--- config.mk ---
export PLATFORM = sky130hd
export DESIGN_NAME = natural_log_series_unit
export DESIGN_NICKNAME = d
export VERILOG_FILES = /design/src/rtl/core/nlsu_pkg.sv /design/src/rtl/core/nlsu_div.sv /design/src/rtl/core/nlsu_dp.sv /design/src/rtl/core/nlsu_ctrl.sv /design/src/rtl/core/natural_log_series_unit.sv
export SDC_FILE = /design/constraint.sdc
export NUM_CORES = 2
export LEC_CHECK = 0
export ABC_AREA = 0
export BUFFER_PORTS_ARGS = -buffer_cell sky130_fd_sc_hd__buf_2
export CORE_ASPECT_RATIO = 1.25
export CORE_MARGIN = 10
export CORE_UTILIZATION = 35
export CTS_BUF_LIST = sky130_fd_sc_hd__clkbuf_4 sky130_fd_sc_hd__clkbuf_8 sky130_fd_sc_hd__clkbuf_16
export CTS_CLUSTER_DIAMETER = 60
export DETAILED_ROUTE_END_ITERATION = 12
export GPL_TIMING_DRIVEN = 0
export PLACE_DENSITY = 0.6
export SLEW_MARGIN = 20
export SYNTH_ARGS = -nofsm -noshare
export SYNTH_HDL_FRONTEND = slang
export SYNTH_SLANG_ARGS = --single-unit
--- constraint.sdc ---
create_clock -name clk -period 25 [get_ports clk]
set_input_delay 1.25 -clock clk [delete_from_list [all_inputs] [get_ports clk]]
set_output_delay 1.25 -clock clk [all_outputs]
set_load 0.005 [all_outputs]
--- src/rtl/core/nlsu_pkg.sv ---
package nlsu_pkg;

  // internal fixed point is signed Q.30
  localparam int IBITS = 30;
  localparam int MW    = IBITS + 1;
  localparam int PW    = 4;

  localparam logic [MW-1:0] ARG_04 = 31'd429496730;
  localparam logic [2:0]    PREC_RESET = 3'd6;

  localparam logic [1:0] STATUS_OK     = 2'd0;
  localparam logic [1:0] STATUS_UNSUP  = 2'd1;
  localparam logic [1:0] STATUS_DOMAIN = 2'd2;

  typedef enum logic [4:0] {
    S_IDLE,
    S_CLASS,
    S_RTEST,
    S_RDIV,
    S_SETUP,
    S_TGO,
    S_TDIV,
    S_T04GO,
    S_T04,
    S_MUL,
    S_MULW,
    S_MUL04,
    S_MUL04W,
    S_NEXT,
    S_KMUL,
    S_SUM,
    S_CONV,
    S_SAT,
    S_OUT
  } state_t;

  typedef enum logic [4:0] {
    OP_NONE,
    OP_LOAD,
    OP_CLASSIFY,
    OP_RDIV_GO,
    OP_RDIV_END,
    OP_RFIN,
    OP_SETUP,
    OP_TDIV_GO,
    OP_TACC,
    OP_T04_GO,
    OP_T04ACC,
    OP_MUL,
    OP_MULW,
    OP_MUL04,
    OP_MUL04W,
    OP_NEXT,
    OP_KMUL,
    OP_SUM,
    OP_CONV,
    OP_SAT
  } dp_op_t;

  typedef struct packed {
    logic cls_red;
    logic cls_dir;
    logic red_more;
    logic div_done;
    logic last;
    logic dual;
  } dp_status_t;

  // least n with 10^p < 2^n * (n+1)
  function automatic logic [5:0] term_lut(input logic [PW-1:0] p);
    logic [5:0] n;
    case (p)
      4'd0:    n = 6'd1;
      4'd1:    n = 6'd2;
      4'd2:    n = 6'd5;
      4'd3:    n = 6'd7;
      4'd4:    n = 6'd10;
      4'd5:    n = 6'd13;
      4'd6:    n = 6'd16;
      4'd7:    n = 6'd19;
      4'd8:    n = 6'd23;
      4'd9:    n = 6'd26;
      4'd10:   n = 6'd29;
      4'd11:   n = 6'd32;
      4'd12:   n = 6'd35;
      4'd13:   n = 6'd38;
      4'd14:   n = 6'd42;
      default: n = 6'd45;
    endcase
    return n;
  endfunction

  // floor(k/5) + 1 for small k
  function automatic logic [PW-1:0] red_extra(input logic [5:0] k);
    logic [PW-1:0] c;
    c = PW'(1);
    for (int j = 1; j <= 6; j++) begin
      if (k >= 6'(5 * j)) c = c + PW'(1);
    end
    return c;
  endfunction

endpackage

--- src/rtl/core/nlsu_div.sv ---
module nlsu_div #(
  parameter int NW = 44,
  parameter int DW = 6
) (
  input  logic          clk,
  input  logic          rst,
  input  logic          go,
  input  logic [NW-1:0] num,
  input  logic [DW-1:0] den,
  output logic          done,
  output logic [NW-1:0] quot
);

  // four quotient bits per cycle
  localparam int NSTEP = NW / 4;
  localparam int CW    = $clog2(NSTEP + 1);

  logic [CW-1:0] cnt;
  logic [NW-1:0] num_sh;
  logic [DW-1:0] den_r;
  logic [DW-1:0] rem;
  logic [DW-1:0] rem_next;
  logic [NW-1:0] q_next;

  always_comb begin
    logic [DW:0] t;
    logic [DW-1:0] r;
    logic [NW-1:0] qq;
    r  = rem;
    qq = quot;
    for (int j = 0; j < 4; j++) begin
      t = {r, num_sh[NW-1-j]};
      if (t >= {1'b0, den_r}) begin
        r  = DW'(t - {1'b0, den_r});
        qq = {qq[NW-2:0], 1'b1};
      end else begin
        r  = DW'(t);
        qq = {qq[NW-2:0], 1'b0};
      end
    end
    rem_next = r;
    q_next   = qq;
  end

  always_ff @(posedge clk) begin
    if (rst) begin
      cnt  <= '0;
      done <= 1'b0;
    end else begin
      done <= 1'b0;
      if (go) begin
        cnt    <= CW'(NSTEP);
        num_sh <= num;
        den_r  <= den;
        rem    <= '0;
        quot   <= '0;
      end else if (cnt != '0) begin
        cnt    <= cnt - CW'(1);
        num_sh <= num_sh << 4;
        rem    <= rem_next;
        quot   <= q_next;
        done   <= (cnt == CW'(1));
      end
    end
  end

endmodule

--- src/rtl/core/nlsu_dp.sv ---
module nlsu_dp #(
  parameter int MAX_TERMS      = 32,
  parameter int MAX_REDUCTIONS = 16,
  parameter int FRAC_BITS      = 24
) (
  input  logic                clk,
  input  logic                rst,
  input  nlsu_pkg::dp_op_t    op,
  input  logic                cfg_we,
  input  logic [2:0]          cfg_data,
  input  logic signed [31:0]  x_value,
  output nlsu_pkg::dp_status_t st,
  output logic signed [31:0]  log_value,
  output logic [1:0]          status
);

  localparam int IBITS = nlsu_pkg::IBITS;
  localparam int MW    = nlsu_pkg::MW;
  localparam int PW    = nlsu_pkg::PW;
  localparam int SH    = IBITS - FRAC_BITS;
  localparam int XQW   = 32 + SH;
  localparam int YW    = XQW;
  localparam int NW    = ((YW + 6) / 4) * 4;
  localparam int EW    = XQW + 4;
  localparam int AW    = IBITS + 6;
  localparam int IW    = $clog2(MAX_TERMS + 1);
  localparam int KW    = $clog2(MAX_REDUCTIONS + 1);
  localparam int RW    = AW + KW + 1;

  localparam logic signed [EW-1:0]  ONE_E     = EW'(1) <<< IBITS;
  localparam logic signed [EW-1:0]  TWO_ONE   = ONE_E <<< 1;
  localparam logic signed [EW-1:0]  THREE_ONE = ONE_E * 3;
  localparam logic signed [XQW-1:0] ONE_X     = XQW'(1) <<< IBITS;
  localparam logic [YW-1:0]         ONE_Y     = YW'(1) << IBITS;
  localparam logic [NW-1:0]         SEVEN_ONE = NW'(7) << IBITS;
  localparam logic [RW-1:0]         RND       = RW'((64'(1) << SH) >> 1);
  localparam logic [RW-1:0]         POS_LIM   = RW'(32'h7fffffff);
  localparam logic [RW-1:0]         NEG_LIM   = RW'(33'h080000000);

  logic [2:0]            prec;
  logic signed [31:0]    x_reg;
  logic signed [XQW-1:0] xq;
  logic signed [EW-1:0]  xe;
  logic signed [EW-1:0]  five_x;
  logic                  out_dom;
  logic [YW-1:0]         y;
  logic [KW-1:0]         k;
  logic [NW-1:0]         five_y;
  logic                  ge7;
  logic                  u_neg;
  logic [MW-1:0]         u_mag;
  logic                  pw_neg;
  logic [MW-1:0]         pw_mag;
  logic [MW-1:0]         pw04_mag;
  logic [IW-1:0]         i;
  logic [IW-1:0]         n;
  logic                  dual;
  logic [PW-1:0]         p;
  logic [5:0]            lut_n;
  logic signed [AW-1:0]  acc;
  logic signed [AW-1:0]  acc04;
  logic signed [AW-1:0]  term_e;
  logic [2*MW-1:0]       prod;
  logic [MW-1:0]         mul_a;
  logic [MW-1:0]         mul_b;
  logic [MW-1:0]         rounded;
  logic signed [RW-1:0]  kprod;
  logic signed [RW-1:0]  res;
  logic [RW-1:0]         res_abs;
  logic                  rneg;
  logic [RW-1:0]         rmag;
  logic [RW-1:0]         sat_m;
  logic                  div_go;
  logic [NW-1:0]         div_num;
  logic [IW-1:0]         div_den;
  logic                  div_done;
  logic [NW-1:0]         quot;

  assign xq      = $signed(XQW'(x_reg)) <<< SH;
  assign xe      = EW'(xq);
  assign five_x  = (xe <<< 2) + xe;
  assign out_dom = xe <= -ONE_E;
  assign five_y  = (NW'(y) << 2) + NW'(y);
  assign ge7     = five_y >= SEVEN_ONE;
  assign lut_n   = nlsu_pkg::term_lut(p);
  assign term_e  = $signed(AW'(quot[MW-1:0]));

  assign st.cls_red  = five_x >= TWO_ONE;
  assign st.cls_dir  = five_x >= -THREE_ONE;
  assign st.red_more = ge7 && (k < KW'(MAX_REDUCTIONS));
  assign st.div_done = div_done;
  assign st.last     = (i == n);
  assign st.dual     = dual;

  assign div_go  = (op == nlsu_pkg::OP_RDIV_GO) || (op == nlsu_pkg::OP_TDIV_GO) ||
                   (op == nlsu_pkg::OP_T04_GO);
  assign div_num = (op == nlsu_pkg::OP_RDIV_GO) ? five_y :
                   (op == nlsu_pkg::OP_T04_GO)  ? NW'(pw04_mag) : NW'(pw_mag);
  assign div_den = (op == nlsu_pkg::OP_RDIV_GO) ? IW'(7) : i;

  nlsu_div #(.NW(NW), .DW(IW)) u_div (
    .clk  (clk),
    .rst  (rst),
    .go   (div_go),
    .num  (div_num),
    .den  (div_den),
    .done (div_done),
    .quot (quot)
  );

  // one multiplier shared by both power chains
  assign mul_a   = (op == nlsu_pkg::OP_MUL04) ? pw04_mag : pw_mag;
  assign mul_b   = (op == nlsu_pkg::OP_MUL04) ? nlsu_pkg::ARG_04 : u_mag;
  assign rounded = MW'((prod + ((2*MW)'(1) << (IBITS - 1))) >> IBITS);

  assign res_abs = res[RW-1] ? RW'(-res) : RW'(res);
  assign sat_m   = rneg ? ((rmag > NEG_LIM) ? NEG_LIM : rmag)
                        : ((rmag > POS_LIM) ? POS_LIM : rmag);

  always_ff @(posedge clk) begin
    if (rst) prec <= nlsu_pkg::PREC_RESET;
    else if (cfg_we) prec <= cfg_data;
  end

  always_ff @(posedge clk) begin
    case (op)
      nlsu_pkg::OP_LOAD: x_reg <= x_value;
      nlsu_pkg::OP_CLASSIFY: begin
        if (st.cls_red) begin
          y    <= YW'(xq + ONE_X);
          k    <= '0;
          dual <= 1'b1;
        end else if (st.cls_dir) begin
          u_neg <= xq[XQW-1];
          u_mag <= xq[XQW-1] ? MW'(-xq) : MW'(xq);
          p     <= PW'(prec);
          k     <= '0;
          dual  <= 1'b0;
        end else begin
          log_value <= '0;
          status    <= out_dom ? nlsu_pkg::STATUS_DOMAIN : nlsu_pkg::STATUS_UNSUP;
        end
      end
      nlsu_pkg::OP_RDIV_END: begin
        y <= YW'(quot);
        k <= k + KW'(1);
      end
      nlsu_pkg::OP_RFIN: begin
        // reduction cap hit with y still large: fall back to 0.4
        u_neg <= 1'b0;
        u_mag <= ge7 ? nlsu_pkg::ARG_04 : MW'(y - ONE_Y);
        p     <= PW'(prec) + nlsu_pkg::red_extra(6'(k));
      end
      nlsu_pkg::OP_SETUP: begin
        n        <= (int'(lut_n) > MAX_TERMS) ? IW'(MAX_TERMS) : IW'(lut_n);
        i        <= IW'(1);
        pw_neg   <= u_neg;
        pw_mag   <= u_mag;
        pw04_mag <= nlsu_pkg::ARG_04;
        acc      <= '0;
        acc04    <= '0;
      end
      nlsu_pkg::OP_TACC: begin
        if (pw_neg ^ ~i[0]) acc <= acc - term_e;
        else acc <= acc + term_e;
      end
      nlsu_pkg::OP_T04ACC: begin
        if (~i[0]) acc04 <= acc04 - term_e;
        else acc04 <= acc04 + term_e;
      end
      nlsu_pkg::OP_MUL, nlsu_pkg::OP_MUL04: prod <= mul_a * mul_b;
      nlsu_pkg::OP_MULW: begin
        pw_mag <= rounded;
        pw_neg <= pw_neg ^ u_neg;
      end
      nlsu_pkg::OP_MUL04W: pw04_mag <= rounded;
      nlsu_pkg::OP_NEXT:   i <= i + IW'(1);
      nlsu_pkg::OP_KMUL:   kprod <= $signed({1'b0, k}) * acc04;
      nlsu_pkg::OP_SUM:    res <= kprod + RW'(acc);
      nlsu_pkg::OP_CONV: begin
        rneg <= res[RW-1];
        rmag <= (res_abs + RND) >> SH;
      end
      nlsu_pkg::OP_SAT: begin
        log_value <= rneg ? 32'(-sat_m) : 32'(sat_m);
        status    <= nlsu_pkg::STATUS_OK;
      end
      default: ;
    endcase
  end

endmodule

--- src/rtl/core/nlsu_ctrl.sv ---
module nlsu_ctrl (
  input  logic                 clk,
  input  logic                 rst,
  input  logic                 start,
  input  nlsu_pkg::dp_status_t st,
  output nlsu_pkg::dp_op_t     op,
  output logic                 busy,
  output logic                 done
);

  nlsu_pkg::state_t state;
  nlsu_pkg::state_t state_next;

  always_ff @(posedge clk) begin
    if (rst) state <= nlsu_pkg::S_IDLE;
    else state <= state_next;
  end

  always_comb begin
    state_next = state;
    op         = nlsu_pkg::OP_NONE;
    busy       = (state != nlsu_pkg::S_IDLE);
    done       = (state == nlsu_pkg::S_OUT);
    case (state)
      nlsu_pkg::S_IDLE: begin
        if (start) begin
          op         = nlsu_pkg::OP_LOAD;
          state_next = nlsu_pkg::S_CLASS;
        end
      end
      nlsu_pkg::S_CLASS: begin
        op = nlsu_pkg::OP_CLASSIFY;
        if (st.cls_red) state_next = nlsu_pkg::S_RTEST;
        else if (st.cls_dir) state_next = nlsu_pkg::S_SETUP;
        else state_next = nlsu_pkg::S_OUT;
      end
      nlsu_pkg::S_RTEST: begin
        if (st.red_more) begin
          op         = nlsu_pkg::OP_RDIV_GO;
          state_next = nlsu_pkg::S_RDIV;
        end else begin
          op         = nlsu_pkg::OP_RFIN;
          state_next = nlsu_pkg::S_SETUP;
        end
      end
      nlsu_pkg::S_RDIV: begin
        if (st.div_done) begin
          op         = nlsu_pkg::OP_RDIV_END;
          state_next = nlsu_pkg::S_RTEST;
        end
      end
      nlsu_pkg::S_SETUP: begin
        op         = nlsu_pkg::OP_SETUP;
        state_next = nlsu_pkg::S_TGO;
      end
      nlsu_pkg::S_TGO: begin
        op         = nlsu_pkg::OP_TDIV_GO;
        state_next = nlsu_pkg::S_TDIV;
      end
      nlsu_pkg::S_TDIV: begin
        if (st.div_done) begin
          op = nlsu_pkg::OP_TACC;
          if (st.dual) state_next = nlsu_pkg::S_T04GO;
          else if (st.last) state_next = nlsu_pkg::S_KMUL;
          else state_next = nlsu_pkg::S_MUL;
        end
      end
      nlsu_pkg::S_T04GO: begin
        op         = nlsu_pkg::OP_T04_GO;
        state_next = nlsu_pkg::S_T04;
      end
      nlsu_pkg::S_T04: begin
        if (st.div_done) begin
          op         = nlsu_pkg::OP_T04ACC;
          state_next = st.last ? nlsu_pkg::S_KMUL : nlsu_pkg::S_MUL;
        end
      end
      nlsu_pkg::S_MUL: begin
        op         = nlsu_pkg::OP_MUL;
        state_next = nlsu_pkg::S_MULW;
      end
      nlsu_pkg::S_MULW: begin
        op         = nlsu_pkg::OP_MULW;
        state_next = st.dual ? nlsu_pkg::S_MUL04 : nlsu_pkg::S_NEXT;
      end
      nlsu_pkg::S_MUL04: begin
        op         = nlsu_pkg::OP_MUL04;
        state_next = nlsu_pkg::S_MUL04W;
      end
      nlsu_pkg::S_MUL04W: begin
        op         = nlsu_pkg::OP_MUL04W;
        state_next = nlsu_pkg::S_NEXT;
      end
      nlsu_pkg::S_NEXT: begin
        op         = nlsu_pkg::OP_NEXT;
        state_next = nlsu_pkg::S_TGO;
      end
      nlsu_pkg::S_KMUL: begin
        op         = nlsu_pkg::OP_KMUL;
        state_next = nlsu_pkg::S_SUM;
      end
      nlsu_pkg::S_SUM: begin
        op         = nlsu_pkg::OP_SUM;
        state_next = nlsu_pkg::S_CONV;
      end
      nlsu_pkg::S_CONV: begin
        op         = nlsu_pkg::OP_CONV;
        state_next = nlsu_pkg::S_SAT;
      end
      nlsu_pkg::S_SAT: begin
        op         = nlsu_pkg::OP_SAT;
        state_next = nlsu_pkg::S_OUT;
      end
      nlsu_pkg::S_OUT: state_next = nlsu_pkg::S_IDLE;
      default: state_next = nlsu_pkg::S_IDLE;
    endcase
  end

endmodule

--- src/rtl/core/natural_log_series_unit.sv ---
// ln(1+x) unit, signed fixed point in and out (FRAC_BITS fraction bits).
// command channel: x_value is taken on a clock edge with start high and busy
// low; busy stays high until the result beat has gone out.
// result channel: log_value and status sit on the ports with done high for
// exactly one cycle; the receiver cannot stall, so nothing is held back.
// config channel: cfg_data (decimal places) is written when cfg_valid and
// cfg_ready are high; cfg_ready is always high. write it only while idle.
// one serial divider, four quotient bits per cycle, NW quotient bits (NW is
// set by FRAC_BITS, 44 at 24 fraction bits). reduction divides by 1.4, up
// to MAX_REDUCTIONS times. when the argument is reduced the 0.4 series runs
// beside the main one; the last term skips the power update. the term count
// n comes from the decimals, plus floor(k/5)+1 after k reductions (16 terms
// at six decimals when unreduced). setup runs before the series, scaling,
// rounding and saturation after it. an unsupported or out-of-domain x goes
// straight from classification to the result beat.
// one item is in flight at a time.
// reset: synchronous, returns to idle and sets decimals to 6.
module natural_log_series_unit #(
  parameter int MAX_TERMS      = 32,
  parameter int MAX_REDUCTIONS = 16,
  parameter int FRAC_BITS      = 24
) (
  input  logic               clk,
  input  logic               rst,
  input  logic               start,
  output logic               busy,
  input  logic signed [31:0] x_value,
  output logic               done,
  output logic signed [31:0] log_value,
  output logic [1:0]         status,
  input  logic               cfg_valid,
  output logic               cfg_ready,
  input  logic [2:0]         cfg_data
);

  nlsu_pkg::dp_op_t     op;
  nlsu_pkg::dp_status_t st;

  assign cfg_ready = 1'b1;

  nlsu_ctrl u_ctrl (
    .clk   (clk),
    .rst   (rst),
    .start (start),
    .st    (st),
    .op    (op),
    .busy  (busy),
    .done  (done)
  );

  nlsu_dp #(
    .MAX_TERMS      (MAX_TERMS),
    .MAX_REDUCTIONS (MAX_REDUCTIONS),
    .FRAC_BITS      (FRAC_BITS)
  ) u_dp (
    .clk       (clk),
    .rst       (rst),
    .op        (op),
    .cfg_we    (cfg_valid && cfg_ready),
    .cfg_data  (cfg_data),
    .x_value   (x_value),
    .st        (st),
    .log_value (log_value),
    .status    (status)
  );

  a_accept_busy: assert property (@(posedge clk) disable iff (rst)
    (start && !busy) |=> busy)
    else $error("accepted command did not raise busy");

  a_done_pulse: assert property (@(posedge clk) disable iff (rst)
    done |=> !done)
    else $error("result strobe longer than one cycle");

  a_done_busy: assert property (@(posedge clk) disable iff (rst)
    done |-> busy)
    else $error("result beat while idle");

  a_err_zero: assert property (@(posedge clk) disable iff (rst)
    (done && status != nlsu_pkg::STATUS_OK) |-> (log_value == 32'sd0))
    else $error("nonzero result with error status");

  a_status_code: assert property (@(posedge clk) disable iff (rst)
    done |-> (status == nlsu_pkg::STATUS_OK || status == nlsu_pkg::STATUS_UNSUP ||
              status == nlsu_pkg::STATUS_DOMAIN))
    else $error("undefined status code");

endmodule

# Word level (Yosys, flattened, before mapping)
# Memories as Yosys holds them, arrays and structs flattened. A register that Yosys moved wholly into a read port is not among the register bits.
# Cells that the tools add are included.
classes:
  addsub: 27
  n_mul: 2
  div: 0
  order_cmp: 18
  n_eq_ne: 48
  n_shift: 0
  n_mux: 85
  n_bitwise: 5
  n_reduce_logical: 28
op_table:
  columns: ["cell", "n"]
  rows:
  - ["31-bit 2-to-1 mux", 7]
  - ["32-bit 2-to-1 mux", 6]
  - ["31-bit case mux with 2 select lines", 3]
  - ["36-bit case mux with 2 select lines", 2]
  - ["44-bit 2-to-1 mux", 3]
  - ["5-bit case mux with 18 select lines", 1]
  - ["5-bit case mux with 17 select lines", 1]
  - ["42-bit by 33-bit greater-or-equal comparator with 1-bit output, second input constant", 2]
  - ["40-bit by 38-bit adder with 41-bit output", 2]
  - ["5-bit by 4-bit == test with 1-bit output, second input constant", 16]
  - ["38-bit 2-to-1 mux", 2]
  - ["38-bit case mux with 2 select lines", 1]
  - ["36-bit by 32-bit adder with 36-bit output", 2]
  - ["36-bit 2-to-1 mux", 2]
  - ["4-bit 2-to-1 mux", 18]
  - ["36-bit by 32-bit subtractor with 36-bit output", 2]
  - ["32-bit case mux with 2 select lines", 1]
  - ["61-bit by 30-bit adder with 61-bit output, second input constant", 1]
  - ["31-bit by 31-bit multiplier with 61-bit output", 1]
  - ["5-bit 2-to-1 mux", 9]
  - ["44-bit by 33-bit greater-or-equal comparator with 1-bit output, second input constant", 1]
  - ["42-bit by 36-bit adder with 42-bit output", 1]
  - ["42-bit by 6-bit adder with 42-bit output, second input constant", 1]
  - ["6-bit by 36-bit multiplier with 42-bit output", 1]
  - ["52 further kinds", 127]
word_totals:
  register_bits: 582
  latch_bits: 0
  ram_bits: 0
  rom_bits: 96
  inputBits: 39
  out_inout_bits: 37
  elab_cells: 244
  n_memories: 1
memory_table:
  columns: ["name", "words", "word_bits", "rd", "rd_clocked_by_memory_dff", "wr", "line_no", "rtl"]
  rows:
  - ["(name not given)", 16, 6, 1, 1, 0, "nlsu_pkg.sv:72", "case (p)"]

# Logic depth before layout (Yosys ltp)
depth:
  word_depth: 25
  ltp_mapped: 40
  ltp_nobuf: 36

# Hierarchy
# Synthesis repeated with hierarchy kept, for this count alone.
hier_totals:
  hier_cells: 7831
  hier_area_um2: 73538.0
by_module_without_submodules:
  columns: ["module", "instances", "cells_per_inst", "area_per_inst_um2", "seq_area_each_um2"]
  rows:
  - ["nlsu_dp", 1, 7283, 67146.9, 13573.0]
  - ["nlsu_div", 1, 443, 5664.2, 3103.0]
  - ["nlsu_ctrl", 1, 103, 715.7, 100.1]
  - ["natural_log_series_unit", 1, 2, 11.3, 0.0]

# Worst setup path after synthesis
# Ideal clock, no wire load.
synth_timing:
  path_kind: "register to register"
  startpoint: "register u_ctrl.state[3]"
  endpoint: "register u_dp.prod[60] (data pin)"
  setup_time_ps: 259
  arrival_ps: 9161
  t_required_ps: 24741
  path_slack_ps: 15580
  path_stages_with_launch: 36
  n_path_buf: 4
  synth_period_minus_slack_ps: 9420
  path_cell_list: "dfxtp_1 -> clkbuf_1 -> nand3b_1 -> or2_2 -> clkbuf_1 -> clkbuf_1 -> clkbuf_1 -> mux2i_1 -> nor2_1 -> fa_1 -> fa_1 -> inv_1 -> fa_1 -> fa_1 -> fa_1 -> inv_1 -> fa_1 -> fa_1 -> inv_1 -> fa_1 -> inv_1 -> ha_1 -> a21oi_1 -> o221ai_1 -> a21oi_1 -> o21ai_0 -> nand2b_1 -> a31oi_1 -> a21oi_1 -> a21oi_1 -> o211ai_1 -> a41oi_1 -> o31ai_1 -> a221o_1 -> a21oi_1 -> xnor2_1"
synth_via:
  elab_chain_cells: 5
  elab_cells_between_ends: 23
  cone_classes: "1 x mul; 18 x eq/ne; 3 x mux; 1 x reduce/logical"
synth_lines:
  columns: ["element", "line_no", "rtl"]
  rows:
  - ["from (decl)", "nlsu_ctrl.sv:11", "nlsu_pkg::state_t state;"]
  - ["from (signal assigned)", "nlsu_ctrl.sv:15", "if (rst) state <= nlsu_pkg::S_IDLE;"]
  - ["from (signal assigned)", "nlsu_ctrl.sv:16", "else state <= state_next;"]
  - ["5-bit == test (tied with other cells)", "nlsu_ctrl.sv:24", "case (state)"]
  - ["5-bit case mux with 18 select lines (*)", "nlsu_ctrl.sv:24", null]
  - ["5-bit by 4-bit == test with 1-bit output (*)", "nlsu_dp.sv:112, nlsu_dp.sv:113", null]
  - ["31-bit 2-to-1 mux (on tied branches)", "nlsu_dp.sv:112, nlsu_dp.sv:113", null]
  - ["31-bit by 31-bit multiplier with 61-bit output (*)", "nlsu_dp.sv:171", "nlsu_pkg::OP_MUL, nlsu_pkg::OP_MUL04: prod <= mul_a * mul_b;"]
  - ["to (signal assigned)", "nlsu_dp.sv:171", null]
  - ["to (decl)", "nlsu_dp.sv:63", "logic [2*MW-1:0] prod;"]
# Every way passes the cells marked *; elsewhere a longest branch is shown, timed or not.
# A chain may end at the register's enable or synchronous reset.

# Final worst setup path
# Same ends and word-level chain as after synthesis.

==> reports/results.tsv <==
stage	metric	value	unit
outcome	outcome	finished clean	
logic_synthesis	synth_edf_count	540	
placement	place_ws	10.81	ns
logic_synthesis	synthAdderAreaFrac	0.361	
placement	dpl.hpwl	229000	um
logic_synthesis	synthSimpleGateAreaFrac	0.174	
global_routing	grt_first_pass_wirelength	413000	um
global_routing	grt_usage	0.248	
worst_hold_path	min_path_cells	2	
logic_synthesis	ys_seq_area_frac	0.230	
routing	dr_wl_met3	25000	um
logic_synthesis	synthArstFlopShare	0	
setup_path	end_kind	flip-flop	
cells_and_area	largestRegisters	u_dp.u_div.num_sh x44, u_dp.kprod x42, u_dp.res x42	
routing	top_layer	met5	
placement	numPortBuffers	74	
cells_and_area	nNetsFinal	9560	
worst_hold_path	min_path_type	flip-flop to flip-flop	
logic_synthesis	synth_top_family_by_area	adder cells	
cells_and_area	final_cells	10800	
logic_synthesis	synth_compound_area_frac	0.0967	
logic_synthesis	synth.mux.area_fraction	0.0121	
logic_synthesis	synth-xor-area-share	0.0505	
routing	vias	60200	
setup_path	critPathSlowestCell	o31ai_1	
routing	drc	0	
sta	grt_setup_unrepaired	false	
sta	min_period	14.32	ns
logic_synthesis	synth.most_common_cell	inv_1	
clock_network	cts_hold_buf	0	
sta	finalSetupTns	0	ns
logic_synthesis	ys_ff_latch	559	
setup_path	reg2regPathDepth	38	
placement	dp.cells	10700	
floorplan	dieArea	225000	um2
sta	setup_viol	0	
logic_synthesis	synthTopCellsByCount	inv_1 (1081), nand2_1 (1036), fa_1 (955)	
clock_network	clock_sinks	559	
floorplan	core_area	205000	um2
clock_network	postCtsSetupBuffers	0	
setup_path	r2r-start	u_ctrl.state[3]$_SDFFE_PP0P_	
clock_network	cts_resized	0	
setup_path	path_max_fanout	10	
routing	antenna_left	0	
global_routing	grt_max_degree	33	
logic_synthesis	yosysUniqueCellTypes	93	
routing	wl_met1	115000	um
setup_path	worstSetupPathType	flip-flop to flip-flop	
logic_synthesis	yosys.area.top_type	fa_1	
cells_and_area	final_cell_area	79700	um2
floorplan	ioPinCount	76	
setup_path	r2r_end	u_dp.prod[60]$_DFFE_PP_	
floorplan	die_h	528	um
logic_synthesis	yosys-top-cells-area	fa_1 (26%), edfxtp_1 (22%), ha_1 (9.5%)	
clock_network	clkTransAtPathRegs	0.06	ns
clock_network	cts_buffer_depth	3	
logic_synthesis	syn-num-nets	9360	
clock_network	cts-root-buf	clkbuf_16	
routing	drt-initial-drc-count	6265	
sta	fmax	0.0698	GHz
logic_synthesis	syn-instance-count	7816	
sta	finalCritPeriodShare	0.573	
clock_network	clock_latency	0.71	ns
floorplan	die_w	426	um
worst_hold_path	hold_start	u_dp.u_div.cnt[3]$_SDFFE_PP0N_	
routing	routed-wl-met2	128000	um
setup_path	cp.arrival	14.80	ns
setup_path	crit_top_cell	fa_1	
cells_and_area	fill_cells	20700	
setup_path	crit_path_start	u_ctrl.state[3]$_SDFFE_PP0P_	
floorplan	initial_utilization	0.352	
floorplan	rows	186	
clock_network	cts_max_level	3	
flow_run	max-cap-violations	0	
placement	dpl_cell_area	76900	um2
routing	drt-total-wl	284000	um
cells_and_area	largest_reg_flops	44	
logic_synthesis	synth_top_area_frac	0.265	
worst_hold_path	hold_end	u_dp.u_div.cnt[2]$_SDFFE_PP0N_	
routing	post_drt_wl_per_cell	26.3	um
clock_network	cts_made_buffers	83	
sta	drv_slew	0	
logic_synthesis	yosysWarnings	0	
setup_path	critPathRequiredTime	25.48	ns
placement	gp_congestion	1.02	
routing	via_per_inst	5.56	
sta	maxSlewHeadroom	0.127	
setup_path	critPathMaxStageDelay	0.86	ns
cells_and_area	top_register	u_dp.u_div.num_sh	
setup_path	crit_path_start_kind	flip-flop	
routing	drt_first_pass_iters	6	
sta	finalClockSkew	0.0489	ns
global_routing	grt_pass1_vias	60300	
cells_and_area	area_growth	10.4	%
setup_path	rrSetupSlack	10.68	ns
logic_synthesis	synth_area	72200	um2
global_routing	grt-ovfl-total	0	
logic_synthesis	postSynthAreaPerCell	9.23	um2
sta	worstMarginPinSlew	1.31	ns
sta	final.setup.worst_slack	10.68	ns
cells_and_area	drive_above_1_share	0.0488	
clock_network	cts_tree	built	
logic_synthesis	ys.flop_type	edfxtp_1	
global_routing	antenna_found_initial	42	
sta	final_hold_viol_count	0	
## final cells by class
type / count / area (um2) / area share
Antenna cell: 11 / 27.5 / 0.000345
Buffer: 377 / 1460 / 0.0184
Clock buffer: 93 / 2180 / 0.0273
Clock inverter: 63 / 619 / 0.00777
Inverter: 1082 / 4060 / 0.0510
Multi-Input combinational cell: 5798 / 50300 / 0.632
Sequential cell: 559 / 16600 / 0.208
Tap cell: 2726 / 3410 / 0.0428
Timing Repair Buffer: 115 / 1010 / 0.0126
## worst max-delay path by stage
stage	slack [ns]	to	cells after the start
2_1_floorplan	15.58	u_dp.prod[60]$_DFFE_PP_	35
5_1_grt	10.28	u_dp.prod[60]$_DFFE_PP_	38
3_5_place_dp	10.81	u_dp.prod[60]$_DFFE_PP_	38
3_3_place_gp	10.46	u_dp.prod[60]$_DFFE_PP_	34
6_report	10.68	u_dp.prod[60]$_DFFE_PP_	38
4_1_cts	10.77	u_dp.prod[60]$_DFFE_PP_	38
## routing by layer
layer,vias to the layer above,GRT usage
li1,26200,-
met1,30400,0.324
met2,2904,0.392
met3,680,0.0465
met4,10,0.125
met5,-,0
## layout by cell type (no fill, tap or decap), types with 39 or more instances in the layout
cell type and count:
inv_1 1081, nand2_1 1030, fa_1 955, nor2_1 608, ha_1 550, edfxtp_1 540, and3_1 360, clkbuf_1 330
o21ai_0 287, a21oi_1 281, xnor2_1 241, xor2_1 175, and2_1 139, nand3_1 126, a21o_1 119, nor3_1 106
clkbuf_16 84, buf_2 79, nand2b_1 67, mux2i_1 55, a211oi_1 53, nor2b_1 50, o21a_1 49, o211ai_1 47
nand4_1 39
## cell families after synthesis
logic type	Yosys count
buf+inv	1459
fa+ha+maj	1507
xor+xnor	416
compound gates	1100
flops	559
simple gates	2688
mux	86
other cells	1
## stage by stage
stage	utilization	hold slack, ns
finish	0.388	0.477
global route	0.388	0.519
CTS	0.388	0.493
detailed placement	0.374	0.492
global placement	0.370	0.487
floorplan	-	0.424
## worst max-delay path: cells and delay by family (launching register included)
family,cells,cell delay (ns)
fa+ha+maj,9,4.27
compound gates,12,4.05
buf+inv,10,3.52
simple gates,6,1.59
xor+xnor,1,0.33
flops,1,0.29
Power is not shown: default switching activity piles up to over one toggle a cycle in this logic, so the estimate is an artifact.
